## src/rtl/core/i2cm_pkg.sv

```systemverilog
`default_nettype none

package i2cm_pkg;

   // Write buffer depth and the widths that follow from it
   localparam int MAX_BYTES = 16;
   localparam int BUF_AW    = (MAX_BYTES > 1) ? $clog2(MAX_BYTES) : 1;
   localparam int LEN_W     = $clog2(MAX_BYTES + 1);

   // Item codes on the request channel
   typedef enum logic [1:0] {
      REQ_TICK  = 2'd0,
      REQ_LOAD  = 2'd1,
      REQ_WRITE = 2'd2,
      REQ_READ  = 2'd3
   } req_code_type;

   // Half-bit microsteps of the bus sequencer
   typedef enum logic [3:0] {
      PH_IDLE     = 4'd0,
      PH_START_HI = 4'd1,
      PH_START_LO = 4'd2,
      PH_WB_LO    = 4'd3,
      PH_WB_HI    = 4'd4,
      PH_WA_LO    = 4'd5,
      PH_WA_HI    = 4'd6,
      PH_WA_END   = 4'd7,
      PH_RB_HI    = 4'd8,
      PH_RB_LO    = 4'd9,
      PH_RA_LO    = 4'd10,
      PH_RA_HI    = 4'd11,
      PH_RA_END   = 4'd12,
      PH_STOP_LO  = 4'd13,
      PH_STOP_CLK = 4'd14,
      PH_STOP_END = 4'd15
   } phase_type;

   // Which byte of the transaction is on the wire
   typedef enum logic [1:0] {
      STG_ADDR_W = 2'd0,
      STG_REG    = 2'd1,
      STG_DATA   = 2'd2,
      STG_ADDR_R = 2'd3
   } stage_type;

   typedef struct packed {
      req_code_type req_type;
      logic [6:0]   dev_addr;
      logic [7:0]   reg_addr;
      logic [4:0]   byte_count;
      logic [7:0]   data_byte;
      logic         sda_in;
   } req_item_type;

   typedef struct packed {
      logic       scl_out;
      logic       sda_out;
      logic       busy_res;
      logic       read_valid;
      logic [7:0] read_byte;
      logic       done_res;
      logic       nack_error;
   } rsp_item_type;

endpackage

`default_nettype wire

```

## src/rtl/core/i2cm_req_if.sv

```systemverilog
`default_nettype none

interface i2cm_req_if;
   logic       valid;
   logic       ready;
   logic [1:0] req_type;
   logic [6:0] dev_addr;
   logic [7:0] reg_addr;
   logic [4:0] byte_count;
   logic [7:0] data_byte;
   logic       sda_in;

   modport source (output valid, req_type, dev_addr, reg_addr, byte_count, data_byte,
                   sda_in, input ready);
   modport sink   (input valid, req_type, dev_addr, reg_addr, byte_count, data_byte,
                   sda_in, output ready);
endinterface

`default_nettype wire

```

## src/rtl/core/i2cm_rsp_if.sv

```systemverilog
`default_nettype none

interface i2cm_rsp_if;
   logic       valid;
   logic       ready;
   logic       scl_out;
   logic       sda_out;
   logic       busy_res;
   logic       read_valid;
   logic [7:0] read_byte;
   logic       done_res;
   logic       nack_error;

   modport source (output valid, scl_out, sda_out, busy_res, read_valid, read_byte,
                   done_res, nack_error, input ready);
   modport sink   (input valid, scl_out, sda_out, busy_res, read_valid, read_byte,
                   done_res, nack_error, output ready);
endinterface

`default_nettype wire

```

## src/rtl/core/i2c_master_register_access.sv

```systemverilog
// I2C register-access master with open-drain drive outputs. Each request beat
// is one item: a tick advances the bus by one half-bit interval and reports the
// SCL/SDA drive levels (1 = released), a load appends one byte to the 16-entry
// write buffer, and a begin item starts a register write or a register read.
// Loads and begins are ignored while a transaction runs. One item is taken
// every clock cycle unless the skid stage is full; its result beat is
// registered. The rate is set by the sequencer state update; the buffer
// memory is read ahead, so its read latency never stalls the stream. A two-deep
// output stage (register plus skid) keeps requests flowing while a result
// waits. Received bytes appear with read_valid on the beat that drives their
// acknowledge bit; done_res marks the beat that completes the stop, with
// nack_error set when the first device address byte was not acknowledged.
`default_nettype none

module i2c_master_register_access
   import i2cm_pkg::*;
(
   input  wire logic clock,
   input  wire logic reset,
   i2cm_req_if.sink   req_bus,
   i2cm_rsp_if.source rsp_bus
);

   req_item_type item;
   rsp_item_type result;
   logic         accept;
   logic         take;

   rsp_item_type out_ff,  out_in;
   logic         out_vld_ff, out_vld_in;
   rsp_item_type skid_ff, skid_in;
   logic         skid_vld_ff, skid_vld_in;

   // Request beat unpacked into the item struct
   assign item.req_type   = req_code_type'(req_bus.req_type);
   assign item.dev_addr   = req_bus.dev_addr;
   assign item.reg_addr   = req_bus.reg_addr;
   assign item.byte_count = req_bus.byte_count;
   assign item.data_byte  = req_bus.data_byte;
   assign item.sda_in     = req_bus.sda_in;

   assign req_bus.ready = !skid_vld_ff;
   assign accept        = req_bus.valid && !skid_vld_ff;
   assign take          = out_vld_ff && rsp_bus.ready;

   i2cm_seq u_seq (
      .clock   (clock),
      .reset   (reset),
      .step_en (accept),
      .item    (item),
      .result  (result)
   );

   // Output register with skid stage
   always_comb begin
      out_in      = out_ff;
      out_vld_in  = out_vld_ff;
      skid_in     = skid_ff;
      skid_vld_in = skid_vld_ff;
      if (skid_vld_ff) begin
         if (take) begin
            out_in      = skid_ff;
            skid_vld_in = 1'b0;
         end
      end else if (accept) begin
         if (!out_vld_ff || take) begin
            out_in     = result;
            out_vld_in = 1'b1;
         end else begin
            skid_in     = result;
            skid_vld_in = 1'b1;
         end
      end else if (take) begin
         out_vld_in = 1'b0;
      end
   end

   always_ff @(posedge clock) begin
      if (reset) begin
         out_vld_ff  <= 1'b0;
         skid_vld_ff <= 1'b0;
      end else begin
         out_vld_ff  <= out_vld_in;
         skid_vld_ff <= skid_vld_in;
      end
      out_ff  <= out_in;
      skid_ff <= skid_in;
   end

   assign rsp_bus.valid      = out_vld_ff;
   assign rsp_bus.scl_out    = out_ff.scl_out;
   assign rsp_bus.sda_out    = out_ff.sda_out;
   assign rsp_bus.busy_res   = out_ff.busy_res;
   assign rsp_bus.read_valid = out_ff.read_valid;
   assign rsp_bus.read_byte  = out_ff.read_byte;
   assign rsp_bus.done_res   = out_ff.done_res;
   assign rsp_bus.nack_error = out_ff.nack_error;

endmodule

`default_nettype wire

```

## src/rtl/core/i2cm_seq.sv

```systemverilog
`default_nettype none

module i2cm_seq
   import i2cm_pkg::*;
(
   input  wire logic         clock,
   input  wire logic         reset,
   input  wire logic         step_en,
   input  wire req_item_type item,
   output rsp_item_type      result
);

   // Sequencer state
   phase_type          step_ff,  step_in;
   stage_type          stage_ff, stage_in;
   logic [2:0]         bit_cnt_ff, bit_cnt_in;
   logic [LEN_W-1:0]   byte_cnt_ff, byte_cnt_in;
   logic [7:0]         shift_ff, shift_in;
   logic [LEN_W-1:0]   fill_ff, fill_in;
   logic               is_read_ff, is_read_in;
   logic [6:0]         target_ff, target_in;
   logic [7:0]         regaddr_ff, regaddr_in;
   logic [LEN_W-1:0]   len_ff, len_in;
   logic               scl_ff, scl_in;
   logic               sda_ff, sda_in_lvl;
   logic               abort_ff, abort_in;

   // Write buffer memory, one write and one registered read port
   logic [7:0]         buf_mem [MAX_BYTES];
   logic [7:0]         rd_data_ff;
   logic [BUF_AW-1:0]  rd_addr;
   logic               buf_we;
   logic [LEN_W:0]     next_byte;

   // Prefetch the byte the next data stage needs; stage and count hold
   // steady for several beats before the acknowledge end consumes it
   assign next_byte = {1'b0, byte_cnt_ff} + {{LEN_W{1'b0}}, 1'b1};
   assign rd_addr   = (stage_ff == STG_REG) ? '0 : next_byte[BUF_AW-1:0];
   assign buf_we    = step_en && (item.req_type == REQ_LOAD) && (step_ff == PH_IDLE)
                      && (fill_ff < LEN_W'(MAX_BYTES));

   always_ff @(posedge clock) begin
      if (buf_we) begin
         buf_mem[fill_ff[BUF_AW-1:0]] <= item.data_byte;
      end
      rd_data_ff <= buf_mem[rd_addr];
   end

   // Next state and result for the beat at hand
   always_comb begin
      step_in     = step_ff;
      stage_in    = stage_ff;
      bit_cnt_in  = bit_cnt_ff;
      byte_cnt_in = byte_cnt_ff;
      shift_in    = shift_ff;
      fill_in     = fill_ff;
      is_read_in  = is_read_ff;
      target_in   = target_ff;
      regaddr_in  = regaddr_ff;
      len_in      = len_ff;
      scl_in      = scl_ff;
      sda_in_lvl  = sda_ff;
      abort_in    = abort_ff;
      result      = '0;

      if (step_en) begin
         case (item.req_type)
            REQ_LOAD: begin
               if (buf_we) begin
                  fill_in = fill_ff + LEN_W'(1);
               end
            end
            REQ_WRITE, REQ_READ: begin
               if (step_ff == PH_IDLE) begin
                  target_in  = item.dev_addr;
                  regaddr_in = item.reg_addr;
                  if (32'(item.byte_count) > MAX_BYTES) begin
                     len_in = LEN_W'(MAX_BYTES);
                  end else begin
                     len_in = LEN_W'(item.byte_count);
                  end
                  is_read_in  = (item.req_type == REQ_READ);
                  stage_in    = STG_ADDR_W;
                  abort_in    = 1'b0;
                  bit_cnt_in  = '0;
                  byte_cnt_in = '0;
                  shift_in    = '0;
                  step_in     = PH_START_HI;
               end
            end
            default: begin
               // Tick: one half-bit microstep
               case (step_ff)
                  PH_IDLE: begin
                     scl_in = 1'b1; sda_in_lvl = 1'b1;
                  end
                  PH_START_HI: begin
                     scl_in = 1'b1; sda_in_lvl = 1'b1;
                     step_in = PH_START_LO;
                  end
                  PH_START_LO: begin
                     scl_in = 1'b1; sda_in_lvl = 1'b0;
                     shift_in   = {target_ff, stage_ff == STG_ADDR_R};
                     bit_cnt_in = '0;
                     step_in    = PH_WB_LO;
                  end
                  PH_WB_LO: begin
                     scl_in = 1'b0; sda_in_lvl = shift_ff[7];
                     step_in = PH_WB_HI;
                  end
                  PH_WB_HI: begin
                     scl_in   = 1'b1;
                     shift_in = {shift_ff[6:0], 1'b0};
                     if (bit_cnt_ff == 3'd7) begin
                        bit_cnt_in = '0;
                        step_in    = PH_WA_LO;
                     end else begin
                        bit_cnt_in = bit_cnt_ff + 3'd1;
                        step_in    = PH_WB_LO;
                     end
                  end
                  PH_WA_LO: begin
                     scl_in = 1'b0; sda_in_lvl = 1'b1;
                     step_in = PH_WA_HI;
                  end
                  PH_WA_HI: begin
                     scl_in = 1'b1; sda_in_lvl = 1'b1;
                     // only the first address byte is checked for ACK
                     if (stage_ff == STG_ADDR_W && item.sda_in) begin
                        abort_in = 1'b1;
                        step_in  = PH_STOP_LO;
                     end else begin
                        step_in = PH_WA_END;
                     end
                  end
                  PH_WA_END: begin
                     scl_in = 1'b0; sda_in_lvl = 1'b1;
                     case (stage_ff)
                        STG_ADDR_W: begin
                           stage_in = STG_REG;
                           shift_in = regaddr_ff;
                           step_in  = PH_WB_LO;
                        end
                        STG_REG: begin
                           if (is_read_ff) begin
                              stage_in = STG_ADDR_R;
                              step_in  = PH_START_HI;
                           end else begin
                              byte_cnt_in = '0;
                              if (len_ff == '0) begin
                                 step_in = PH_STOP_LO;
                              end else begin
                                 stage_in = STG_DATA;
                                 shift_in = rd_data_ff;
                                 step_in  = PH_WB_LO;
                              end
                           end
                        end
                        STG_DATA: begin
                           byte_cnt_in = next_byte[LEN_W-1:0];
                           if (next_byte >= {1'b0, len_ff}) begin
                              step_in = PH_STOP_LO;
                           end else begin
                              shift_in = rd_data_ff;
                              step_in  = PH_WB_LO;
                           end
                        end
                        default: begin
                           byte_cnt_in = '0;
                           shift_in    = '0;
                           step_in     = (len_ff == '0) ? PH_STOP_LO : PH_RB_HI;
                        end
                     endcase
                  end
                  PH_RB_HI: begin
                     scl_in = 1'b1; sda_in_lvl = 1'b1;
                     shift_in = {shift_ff[6:0], item.sda_in};
                     step_in  = PH_RB_LO;
                  end
                  PH_RB_LO: begin
                     scl_in = 1'b0; sda_in_lvl = 1'b1;
                     if (bit_cnt_ff == 3'd7) begin
                        bit_cnt_in = '0;
                        step_in    = PH_RA_LO;
                     end else begin
                        bit_cnt_in = bit_cnt_ff + 3'd1;
                        step_in    = PH_RB_HI;
                     end
                  end
                  PH_RA_LO: begin
                     // ACK all but the last byte
                     scl_in     = 1'b0;
                     sda_in_lvl = !(next_byte < {1'b0, len_ff});
                     result.read_valid = 1'b1;
                     result.read_byte  = shift_ff;
                     step_in = PH_RA_HI;
                  end
                  PH_RA_HI: begin
                     scl_in  = 1'b1;
                     step_in = PH_RA_END;
                  end
                  PH_RA_END: begin
                     scl_in = 1'b0; sda_in_lvl = 1'b1;
                     byte_cnt_in = next_byte[LEN_W-1:0];
                     shift_in    = '0;
                     step_in     = (next_byte >= {1'b0, len_ff}) ? PH_STOP_LO : PH_RB_HI;
                  end
                  PH_STOP_LO: begin
                     scl_in = 1'b0; sda_in_lvl = 1'b0;
                     step_in = PH_STOP_CLK;
                  end
                  PH_STOP_CLK: begin
                     scl_in = 1'b1; sda_in_lvl = 1'b0;
                     step_in = PH_STOP_END;
                  end
                  PH_STOP_END: begin
                     scl_in = 1'b1; sda_in_lvl = 1'b1;
                     result.done_res   = 1'b1;
                     result.nack_error = abort_ff;
                     abort_in = 1'b0;
                     if (!is_read_ff) begin
                        fill_in = '0;
                     end
                     step_in = PH_IDLE;
                  end
                  default: begin
                     scl_in = 1'b1; sda_in_lvl = 1'b1;
                     step_in = PH_IDLE;
                  end
               endcase
            end
         endcase
      end

      result.scl_out  = scl_in;
      result.sda_out  = sda_in_lvl;
      result.busy_res = (step_in != PH_IDLE);
   end

   // State registers
   always_ff @(posedge clock) begin
      if (reset) begin
         step_ff     <= PH_IDLE;
         stage_ff    <= STG_ADDR_W;
         bit_cnt_ff  <= '0;
         byte_cnt_ff <= '0;
         shift_ff    <= '0;
         fill_ff     <= '0;
         is_read_ff  <= 1'b0;
         target_ff   <= '0;
         regaddr_ff  <= '0;
         len_ff      <= '0;
         scl_ff      <= 1'b1;
         sda_ff      <= 1'b1;
         abort_ff    <= 1'b0;
      end else begin
         step_ff     <= step_in;
         stage_ff    <= stage_in;
         bit_cnt_ff  <= bit_cnt_in;
         byte_cnt_ff <= byte_cnt_in;
         shift_ff    <= shift_in;
         fill_ff     <= fill_in;
         is_read_ff  <= is_read_in;
         target_ff   <= target_in;
         regaddr_ff  <= regaddr_in;
         len_ff      <= len_in;
         scl_ff      <= scl_in;
         sda_ff      <= sda_in_lvl;
         abort_ff    <= abort_in;
      end
   end

endmodule

`default_nettype wire

```

## src/flat_wrapper.sv

```systemverilog
// flat-port wrapper written by rule: the top's interface ports become plain ports
module i2c_master_register_access_flat import i2cm_pkg::*;
  (clock, reset, req_bus_valid, req_bus_req_type, req_bus_dev_addr, req_bus_reg_addr, req_bus_byte_count, req_bus_data_byte, req_bus_sda_in, req_bus_ready, rsp_bus_valid, rsp_bus_scl_out, rsp_bus_sda_out, rsp_bus_busy_res, rsp_bus_read_valid, rsp_bus_read_byte, rsp_bus_done_res, rsp_bus_nack_error, rsp_bus_ready);
  i2cm_req_if req_bus_i ();
  i2cm_rsp_if rsp_bus_i ();
  input  wire logic clock;
  input  wire logic reset;
  input wire logic [$bits(req_bus_i.valid)-1:0] req_bus_valid;
  input wire logic [$bits(req_bus_i.req_type)-1:0] req_bus_req_type;
  input wire logic [$bits(req_bus_i.dev_addr)-1:0] req_bus_dev_addr;
  input wire logic [$bits(req_bus_i.reg_addr)-1:0] req_bus_reg_addr;
  input wire logic [$bits(req_bus_i.byte_count)-1:0] req_bus_byte_count;
  input wire logic [$bits(req_bus_i.data_byte)-1:0] req_bus_data_byte;
  input wire logic [$bits(req_bus_i.sda_in)-1:0] req_bus_sda_in;
  output wire logic [$bits(req_bus_i.ready)-1:0] req_bus_ready;
  output wire logic [$bits(rsp_bus_i.valid)-1:0] rsp_bus_valid;
  output wire logic [$bits(rsp_bus_i.scl_out)-1:0] rsp_bus_scl_out;
  output wire logic [$bits(rsp_bus_i.sda_out)-1:0] rsp_bus_sda_out;
  output wire logic [$bits(rsp_bus_i.busy_res)-1:0] rsp_bus_busy_res;
  output wire logic [$bits(rsp_bus_i.read_valid)-1:0] rsp_bus_read_valid;
  output wire logic [$bits(rsp_bus_i.read_byte)-1:0] rsp_bus_read_byte;
  output wire logic [$bits(rsp_bus_i.done_res)-1:0] rsp_bus_done_res;
  output wire logic [$bits(rsp_bus_i.nack_error)-1:0] rsp_bus_nack_error;
  input wire logic [$bits(rsp_bus_i.ready)-1:0] rsp_bus_ready;
  assign req_bus_i.valid = req_bus_valid;
  assign req_bus_i.req_type = req_bus_req_type;
  assign req_bus_i.dev_addr = req_bus_dev_addr;
  assign req_bus_i.reg_addr = req_bus_reg_addr;
  assign req_bus_i.byte_count = req_bus_byte_count;
  assign req_bus_i.data_byte = req_bus_data_byte;
  assign req_bus_i.sda_in = req_bus_sda_in;
  assign req_bus_ready = req_bus_i.ready;
  assign rsp_bus_valid = rsp_bus_i.valid;
  assign rsp_bus_scl_out = rsp_bus_i.scl_out;
  assign rsp_bus_sda_out = rsp_bus_i.sda_out;
  assign rsp_bus_busy_res = rsp_bus_i.busy_res;
  assign rsp_bus_read_valid = rsp_bus_i.read_valid;
  assign rsp_bus_read_byte = rsp_bus_i.read_byte;
  assign rsp_bus_done_res = rsp_bus_i.done_res;
  assign rsp_bus_nack_error = rsp_bus_i.nack_error;
  assign rsp_bus_i.ready = rsp_bus_ready;
  i2c_master_register_access u_core (.clock(clock), .reset(reset), .req_bus(req_bus_i), .rsp_bus(rsp_bus_i));
endmodule
```

## config.mk

```make
export PLATFORM = sky130hd
export DESIGN_NAME = i2c_master_register_access_flat
export DESIGN_NICKNAME = d
export VERILOG_FILES = /design/src/rtl/core/i2cm_pkg.sv /design/src/rtl/core/i2cm_req_if.sv /design/src/rtl/core/i2cm_rsp_if.sv /design/src/rtl/core/i2c_master_register_access.sv /design/src/rtl/core/i2cm_seq.sv /design/src/flat_wrapper.sv
export SDC_FILE = /design/constraint.sdc
export NUM_CORES = 1
export LEC_CHECK = 0
export BUFFER_PORTS_ARGS = -buffer_cell sky130_fd_sc_hd__buf_2
export CAP_MARGIN = 15
export CORE_MARGIN = 10
export CORE_UTILIZATION = 55
export DETAILED_ROUTE_END_ITERATION = 16
export PLACE_DENSITY_LB_ADDON = 0.15
export SYNTH_ARGS = -nofsm -noshare
export SYNTH_HDL_FRONTEND = slang
export SYNTH_SLANG_ARGS = --single-unit
```

## constraint.sdc

```tcl
create_clock -name clock -period 3.3 [get_ports clock]
set_input_delay 0.66 -clock clock [delete_from_list [all_inputs] [get_ports clock]]
set_output_delay 0.66 -clock clock [all_outputs]
set_load 0.005 [all_outputs]
```

==> key figures <==
Yosys
  – Post-Syn Area: 9510 um2
  – Syn Area/Cell: about 13 um2
  – Flops & latches, synth: 217
  – Syn Nets: 800
  – Post-synth ARST share: 0%
  – Ys Warns: 0
  – Sequential-to-total area share from yosys stat: 62.1%
  – Synth cell types: 68
  – Post-synth EDFFs: 156
  – Ys flop type: edfxtp_1
  – Synthesized instance count: 748

STA
  – Endpoints failing setup: 0
  – RSZ-0062 raised after global routing: no
  – Setup Total Neg Slack: 0 ns
  – Rel. slew slack: 26.8%
  – Pins Over Slew Limit: 0
  – Period utilisation layout: 87.3%
  – FMAX: 347 MHz
  – Setup Skew: 0.00926 ns
  – Final hold slack: 0.335 ns
  – Period minus WS final: 2.88 ns
  – Hold Violations, Final: 0
  – Worst-margin pin slew: 1.10 ns

Global route
  – Global-route wire length before repair: about 35000 um
  – Antenna violations before repair: 0
  – Total track usage: roughly a fifth
  – Gr ovfl total: 0
  – Largest net degree at the start of global routing: 54
  – Vias in the first global route: 6544

CTS
  – H-tree lvl count: 1
  – Root buffer cell: clkbuf_16
  – Clock slew at reported path FFs: 0.06 ns
  – CTS Sinks: 217
  – Cts-stage hold buffer count: 0
  – CTS Buf Count: 24
  – Post-CTS setup buffers: 0
  – Clk buf depth: 3
  – Clock latency on the worst-skew pair: 0.53 ns
  – CTS resizes: 0
  – CTS tree: done

Setup path
  – Worst path arrival time: 3.32 ns
  – Max FO, Critical Path: 8
  – CP Class: reg2reg
  – Worst path max stage delay: 0.61 ns
  – WP data required: around 3.7 ns
  – R2R depth: 10
  – Startpoint Class: register
  – R2r startpoint: u_core.u_seq.byte_cnt_ff[0]
  – Nature of the critical path endpoint: register
  – Critical-path cell list: ha_1, nand3_1, xnor2_1, ha_1, and3_1, o21ai_1, nand4_1, o211ai_1, nand4_1, a21oi_1
  – Slowest-stage cell, CP: o211ai_1
  – R2R Path End: u_core.u_seq.shift_ff[3]
  – R2R setup slack: 0.42 ns

Placement
  – Port bufs: 50
  – Post-DP HPWL: 15000 um
  – Placed cells: 1015
  – GP Congestion: 0.960

Routing
  – Drt pass-1 iters: 5
  – Via density: slightly below 6
  – Number of remaining DRC errors: 0
  – Via count: roughly 6.3k
  – Post-route ant nets: 0
  – Wire per inst: 20.5 um
  – Drt initial violations: ~520
  – Final WL: 21700 um

Hold path
  – Worst hold start: rsp_bus_ready
  – WHS Endpoint: u_core.skid_vld_ff
  – Hold depth: 2
  – Worst Hold Class: in2reg

Final layout
  – Fill count: around 1.3k
  – Ant. Diodes: 0
  – Share of cells above drive strength 1: 20.4%
  – Nets: 868
  – Synth-to-layout area growth: 15.3%
  – Final cell count without fillers: 1059

Pwr
  – Net Sw Frac: a little over a fifth
  – Power per cell area: 550 nW/um2
  – Clock power frac: 45.7%
  – P_sw: 1.28 mW
  – Reg power frac: 49.5%
  – Max rail drop VDD: 0.504 mV
  – Gate power share: 4.8%
  – Leakage power: ~3.8 nW
  – Internal: 4.75 mW

Floorplan
  – Die X: 152 um
  – Chip Height: 152 um
  – Core area: 17100 um2
  – IO Pins: 51
  – Cell Rows: between 40 and 50
  – Initial Util: a little under three fifths
  – Total die area: 23000 um2

Run status
  – Status: finished, final reports clean

Run
  – Max Cap Viol: 0
==> layer usage <==
layer  share of wire (%)  global-route usage, %  vias up  wire [um]
met5                   0                      0        -          0
met4                 2.7                   5.86        0        593
met3                 4.4                   2.79       49        965
met2                  50                   33.8      168      11000
met1                  42                   24.0     3081       9220
li1                    -                      -     2998          -
==> state kept, by name, indices dropped and copies added (netlist names), 5 cells and up <==
register / count
u_core.u_seq.buf_mem: 128
u_core.skid_ff: 14
u_core.rsp_bus.read_byte: 8
u_core.u_seq.rd_data_ff: 8
u_core.u_seq.regaddr_ff: 8
u_core.u_seq.shift_ff: 8
u_core.u_seq.target_ff: 7
u_core.u_seq.byte_cnt_ff: 5
u_core.u_seq.fill_ff: 5
u_core.u_seq.len_ff: 5
==> layout make-up <==
| type | count | area [um2] | area share (%) |
|---|---|---|---|
| Inverter | 22 | 82.6 | 0.753 |
| Tap cell | 225 | 282 | 2.57 |
| Clock buffer | 33 | 679 | 6.19 |
| Clock inverter | 11 | 156 | 1.43 |
| Timing Repair Buffer | 88 | 536 | 4.88 |
| Sequential cell | 217 | 5910 | 53.8 |
| Multi-Input combinational cell | 463 | 3330 | 30.3 |
==> metrics by stage <==
stage | total power [mW] | cell area [um2] | setup slack [ns] | util, %
after global placement | 3.33 | 10100 | 0.452 | 59.2
after CTS | 6.09 | 11000 | 0.465 | 64.1
final | 6.03 | 11000 | 0.419 | 64.1
after detailed placement | 3.34 | 10100 | 0.389 | 59.2
after floorplan | 3.21 | 9510 | 0.339 | -
after global routing | 6.24 | 11000 | 0.107 | 64.1
==> worst max path at each step <==
stage,start,endpoint,cells after the start
finish,u_core.u_seq.byte_cnt_ff[0],u_core.u_seq.shift_ff[3],10
global route,u_core.u_seq.byte_cnt_ff[0],u_core.u_seq.shift_ff[7],10
CTS,u_core.u_seq.byte_cnt_ff[0],u_core.u_seq.shift_ff[2],10
detailed placement,req_bus_req_type[1],u_core.rsp_bus.busy_res,7
global placement,req_bus_req_type[1],u_core.rsp_bus.busy_res,7
floorplan,u_core.u_seq.byte_cnt_ff[0],u_core.rsp_bus.sda_out,11
==> worst max-delay path, delay by kind of cell (launching register included) <==
family / cells / cell delay [ns]
compound gates: 3 / 0.90
fa+ha+maj: 2 / 0.55
xor+xnor: 1 / 0.21
flops: 1 / 0.39
simple gates: 4 / 0.76
==> cells in the mapped netlist (5+ instances only) <==
| cell | count | share of area, % |
|---|---|---|
| a21oi_1 | 59 | 3.1 |
| a31oi_1 | 6 | 0.39 |
| a211oi_1 | 10 | 0.79 |
| nand3_1 | 12 | 0.63 |
| mux2_2 | 16 | 1.9 |
| and2_1 | 11 | 0.72 |
| edfxtp_1 | 156 | 49 |
| o211ai_1 | 8 | 0.63 |
| nor2b_1 | 15 | 0.99 |
| dfxtp_1 | 61 | 13 |
| nor2_1 | 43 | 1.7 |
| mux4_2 | 24 | 5.7 |
| or3_1 | 5 | 0.33 |
| clkbuf_1 | 33 | 1.3 |
| a21o_1 | 5 | 0.39 |
| nand4_1 | 7 | 0.46 |
| nand2b_1 | 10 | 0.66 |
| o21ai_0 | 24 | 1.3 |
| buf_2 | 6 | 0.32 |
| o22ai_1 | 9 | 0.59 |
| nand3b_1 | 5 | 0.39 |
| mux2i_1 | 6 | 0.63 |
| a22oi_1 | 12 | 0.95 |
| ha_1 | 17 | 2.2 |
| nor3_1 | 12 | 0.63 |
| inv_1 | 21 | 0.83 |
| o221ai_1 | 15 | 1.4 |
| nand2_1 | 69 | 2.7 |
==> cell usage in the layout, fill, tap and decap left out, drive strengths merged, types with 9 or more instances in the layout <==
master  instances
edfxtp        156
buf            88
nand2          69
dfxtp          61
a21oi          59
nor2           43
clkbuf         33
o21ai          28
mux4           24
inv            22
ha             17
mux2           16
nor2b          15
o221ai         15
nand3          12
nor3           12
a22oi          12
and2           11
a211oi         10
nand2b         10
o22ai           9
==> cells by family after synthesis <==
logic type	count (synthesis)	synth area share (%)
flops	217	62.1
xor+xnor	6	0.552
compound gates	185	12.8
buf+inv	68	3.00
mux	46	8.21
simple gates	209	11.1
fa+ha+maj	17	2.24
==> power groups by stage <==
stage | registers, mW | clock network [mW] | logic [mW]
CTS | 2.99 | 2.81 | 0.293
detailed placement | 3.04 | 0 | 0.292
floorplan | 3.04 | 0 | 0.176
global route | 2.99 | 2.93 | 0.322
global placement | 3.04 | 0 | 0.284
finish | 2.99 | 2.76 | 0.290
Note: power is estimated with default switching activity, not from simulation.
